<file path="config.mk">
export PLATFORM = sky130hd
export DESIGN_NAME = ric_lane
export DESIGN_NICKNAME = d
export VERILOG_FILES = /design/src/rtl/core/ric_pkg.sv /design/src/rtl/core/ric_lane.sv
export SDC_FILE = /design/constraint.sdc
export NUM_CORES = 1
export LEC_CHECK = 0
export BUFFER_PORTS_ARGS = -buffer_cell sky130_fd_sc_hd__buf_2
export CORE_MARGIN = 2
export CORE_UTILIZATION = 44
export DETAILED_ROUTE_END_ITERATION = 8
export PLACE_DENSITY = 0.6
export SETUP_SLACK_MARGIN = 0.15
export SYNTH_ARGS = -nofsm -noshare
export SYNTH_HDL_FRONTEND = slang
export SYNTH_SLANG_ARGS = --single-unit
</file>
<file path="constraint.sdc">
create_clock -name clock -period 6 [get_ports clock]
set_clock_uncertainty 0.05 [all_clocks]
set_input_delay 1.5 -clock clock [delete_from_list [all_inputs] [get_ports clock]]
set_output_delay 1.5 -clock clock [all_outputs]
set_load 0.03 [all_outputs]
</file>
<file path="src/rtl/core/ric_pkg.sv">
// shared constants and types for the rgb image convolution block
`timescale 1ns / 1ps
`default_nettype none
package ric_pkg;
   localparam int MAX_WIDTH_DEF  = 64;
   localparam int MAX_HEIGHT_DEF = 64;
   localparam int MAX_KERNEL_DEF = 7;
   localparam int FRAC_BITS = 12;
   localparam int COEF_W = 18;
   localparam int PIX_W = 8;
   localparam int NUM_LANES = 3;
   // 8-bit pixel times 18-bit coefficient, accumulator room for up to 256 taps
   localparam int PROD_W = PIX_W + COEF_W + 1;
   localparam int ACC_W = PROD_W + 8;

   typedef enum logic [1:0] {
      ACT_COEF = 2'd0,
      ACT_PIXEL = 2'd1,
      ACT_COMPUTE = 2'd2,
      ACT_NONE = 2'd3
   } action_type;

   localparam logic [1:0] REG_WIDTH  = 2'd0;
   localparam logic [1:0] REG_HEIGHT = 2'd1;
   localparam logic [1:0] REG_KSIZE  = 2'd2;
   localparam logic [1:0] REG_ALPHA  = 2'd3;

   // lane control from the sequencer
   typedef struct packed {
      logic clear;
      logic tap;
   } lane_ctl_type;
endpackage
`default_nettype wire

</file>
<file path="src/rtl/core/ric_lane.sv">
// one color channel multiply-accumulate lane with clamp and truncate
`timescale 1ns / 1ps
`default_nettype none
module ric_lane (
   input  wire logic                               clock,
   input  wire ric_pkg::lane_ctl_type              ctl,
   input  wire logic [ric_pkg::PIX_W-1:0]          pixel,
   input  wire logic signed [ric_pkg::COEF_W-1:0]  coef,
   output logic [ric_pkg::PIX_W-1:0]               result
);
   import ric_pkg::*;
   logic signed [PROD_W-1:0] prod_ff, prod_in;
   logic signed [ACC_W-1:0]  acc_ff, acc_in;
   logic signed [ACC_W-1:0]  shifted;

   always_comb begin
      prod_in = PROD_W'($signed({1'b0, pixel}) * coef);
      acc_in = acc_ff;
      if (ctl.clear) begin
         acc_in = '0;
      end else if (ctl.tap) begin
         acc_in = acc_ff + ACC_W'(prod_ff);
      end
      shifted = acc_ff >>> FRAC_BITS;
      if (acc_ff <= 0) begin
         result = '0;
      end else if (shifted > ACC_W'(255)) begin
         result = 8'hff;
      end else begin
         result = shifted[PIX_W-1:0];
      end
   end

   always_ff @(posedge clock) begin
      prod_ff <= prod_in;
      acc_ff <= acc_in;
   end
endmodule
`default_nettype wire

</file>
==> impl_metrics.env <==
export IMPL_clk_path_buf_depth=2
export IMPL_ys_flop_type="dfxtp_1"
export IMPL_rsz0062_at_grt="true"
export IMPL_yosysUniqueCellTypes=64
export IMPL_drt_pass1_iterations=6
export IMPL_fmax_ghz=0.178
export IMPL_dp_hpwl_um=16600
export IMPL_wirelength_um=19900
export IMPL_num_vias=7171
export IMPL_grt_pass1_wl_um=34400
export IMPL_yosys_warnings=0
export IMPL_synth_cells=1078
export IMPL_final_max_slew_viol_count=0
export IMPL_hold_viol=0
export IMPL_p_total_uw=5710
export IMPL_worstPathRequired_ps=6210
export IMPL_reg2reg_slack_ps=3020
export IMPL_antenna_cells=0
export IMPL_grt_pass1_vias=7210
export IMPL_cts_sink_count=62
export IMPL_critical_path_max_stage_delay_ps=520
export IMPL_power_density_nw_per_um2=560
export IMPL_die_w_um=148
export IMPL_status="finished, final reports clean"
export IMPL_worstSetupEndpointType="flop"
export IMPL_arrival_ps=5820
export IMPL_fin_setup_tns_ps=0
export IMPL_hold_path_class="flop to flop"
export IMPL_crit_chain="clkbuf_4, nand2_1, fa_1, fa_1, inv_1, fa_1, inv_1, fa_1, inv_1, ha_1, a211oi_2, o21ai_2, a31oi_2, a21oi_2, buf_4, a21oi_1, nand3_1, a31oi_1, xnor2_1"
export IMPL_grt_ovfl_total=0
export IMPL_path_clk_slew_ps=60
export IMPL_syn_to_final_growth_pct=12.4
export IMPL_cp_slowest_cell="fa_1"
export IMPL_numCtsBuffers=9
export IMPL_layout_nets=1373
export IMPL_htree_levels=3
export IMPL_fin_crit_sh_pct=93.5
export IMPL_leakage_uw=0.00519
export IMPL_die_area_sq_um=21800
export IMPL_core_area_sq_um=20200
export IMPL_root_buffer="clkbuf_16"
export IMPL_final_min_clock_period_ps=5610
export IMPL_regArea_sq_um=1240
export IMPL_dpl_instance_area_sq_um=9830
export IMPL_multi_input_area_sq_um=7050
export IMPL_grt_max_degree=48
export IMPL_wl_per_cell_um=14.0
export IMPL_ant_nets=0
export IMPL_setup_violations_final=0
export IMPL_nFillCells=1953
export IMPL_synth_nets=1310
export IMPL_finish_utilization_pct=50.4
export IMPL_vias_per_cell=5.06
export IMPL_fp_row_count=52
export IMPL_die_height_um=148
export IMPL_cts_hold_buf=0
export IMPL_tightestPinTransition_ps=745
export IMPL_cts_tree="yes"
export IMPL_ioPinCount=37
export IMPL_slew_headroom_pct=50.3
export IMPL_syn_area_per_cell_sq_um=8.42
export IMPL_clkLatencyLatePin_ps=340
export IMPL_initial_core_util_pct=44.8
export IMPL_crit_type="input pin to flop"
export IMPL_syn_area_sq_um=9070
export IMPL_drive_above_1_share_pct=10.2
export IMPL_path_common_cell="fa_1"
export IMPL_synth_seq_cells=62
export IMPL_max_cap_violations=0
export IMPL_peakVddDrop_mv=0.211
export IMPL_yosysSeqAreaShare_pct=13.7
export IMPL_crit_fanout=9
export IMPL_drc=0
export IMPL_portBuffers=36
export IMPL_drt_initial_drc_count=313
export IMPL_synthArstFlopShare_pct=0
export IMPL_grt_total_usage_pct=19.1
export IMPL_setup_ws_ps=389
export IMPL_dpl_worst_slack_ps=-105
export IMPL_start_kind="input pin"
export IMPL_synth_edf_count=0
export IMPL_antenna_found_initial=0
export IMPL_fin_area_sq_um=10200
export IMPL_place_congestion=0.851
==> registers in the layout, indices dropped and copies added, names as in the netlist <==
signal	flops
acc_ff	35
prod_ff	27
==> through the flow <==
step | hold slack (ps) | cells
after floorplan | 394 | 1078
after CTS | 432 | 1415
after detailed placement | 424 | 1399
final | 427 | 1416
after global routing | 460 | 1416
after global placement | 417 | 1399
==> layout by cell type (no fill, tap or decap), types with 9 or more instances in the layout <==
master,netlist,layout
fa_1,115,115
dfxtp_1,62,62
a21o_1,31,31
and2_1,88,88
nor2_1,60,60
buf_4,0,46
inv_1,188,188
nor3_1,9,9
o21bai_1,11,11
nand2b_1,18,18
nor4_1,9,9
nand2_1,95,95
nand3_1,11,11
o21ai_0,29,28
mux2i_1,19,19
xnor2_1,34,34
xor2_1,11,11
clkbuf_16,0,9
a21oi_1,66,63
ha_1,88,88
buf_2,4,32
==> cell type report <==
class	instances	share of cell area (%)
inverter	188	6.92
clock inverter	7	1.01
multi-input combinational	798	69.1
clock buffer	9	2.21
sequential	62	12.2
tap	270	3.31
timing repair buffer	82	5.25
==> what timing repair did <==
action	CTS	global route
endpoints found under the hold margin	0	0
endpoints found under the setup margin	0	5
buffers inserted	0	1
resized for setup	0	11
==> synth_stat cells (5+ instances only) <==
library cell  count  area (sq um)
inv_1           188           706
fa_1            115          2300
nand2_1          95           357
and2_1           88           551
ha_1             88          1100
a21oi_1          66           330
dfxtp_1          62          1240
nor2_1           60           225
xnor2_1          34           298
a21o_1           31           233
o21ai_0          29           145
clkbuf_1         25          93.8
mux2i_1          19           190
nand2b_1         18           113
nand3_1          11          55.1
o21bai_1         11          82.6
xor2_1           11          96.3
a211oi_1          9          67.6
nor3_1            9          45.0
nor4_1            9          56.3
nand4_1           8          50.1
a31oi_1           6          37.5
and3_1            6          37.5
o21a_1            6          45.0
o21ai_1           6          30.0
nor2b_1           5          31.3
==> routing by layer <==
metal | part of all wire, % | vias up | track usage [%]
li1 | - | 3650 | -
met1 | 52 | 3396 | 28.1
met2 | 44 | 105 | 30.5
met3 | 2.6 | 20 | 1.73
met4 | 1.4 | 0 | 4.62
met5 | 0 | - | 0
==> path summary, 6_finish.rpt <==
kind,from,to,cells past startpoint
setup / recovery,pixel[5],prod_ff[26],19
hold / removal,acc_ff[32],acc_ff[32],2
setup reg to reg,acc_ff[0],acc_ff[34],11
hold reg to reg,acc_ff[32],acc_ff[32],2
==> cells by family after synthesis <==
kind of cell | Yosys count | share of synthesized area [%]
adder cells (fa/ha/maj) | 203 | 37.5
multiplexers | 20 | 2.22
buffers and inverters | 218 | 9.07
flip-flops | 62 | 13.7
AND/OR/NAND/NOR | 324 | 18.1
XOR/XNOR | 45 | 4.34
AO/OA/AOI/OAI | 206 | 15.1
==> worst max-delay path: cells and delay by family <==
family,cells,cell delay (ps)
buf+inv,5,480
simple gates,2,210
compound gates,6,1100
xor+xnor,1,140
fa+ha+maj,5,2390
==> where the power goes <==
group          switching [uW]  internal, uW
Clock                     204           369
Combinational            2400          1940
Sequential                157           632
Total                    2770          2950
Power figures use the tool's default switching activity.
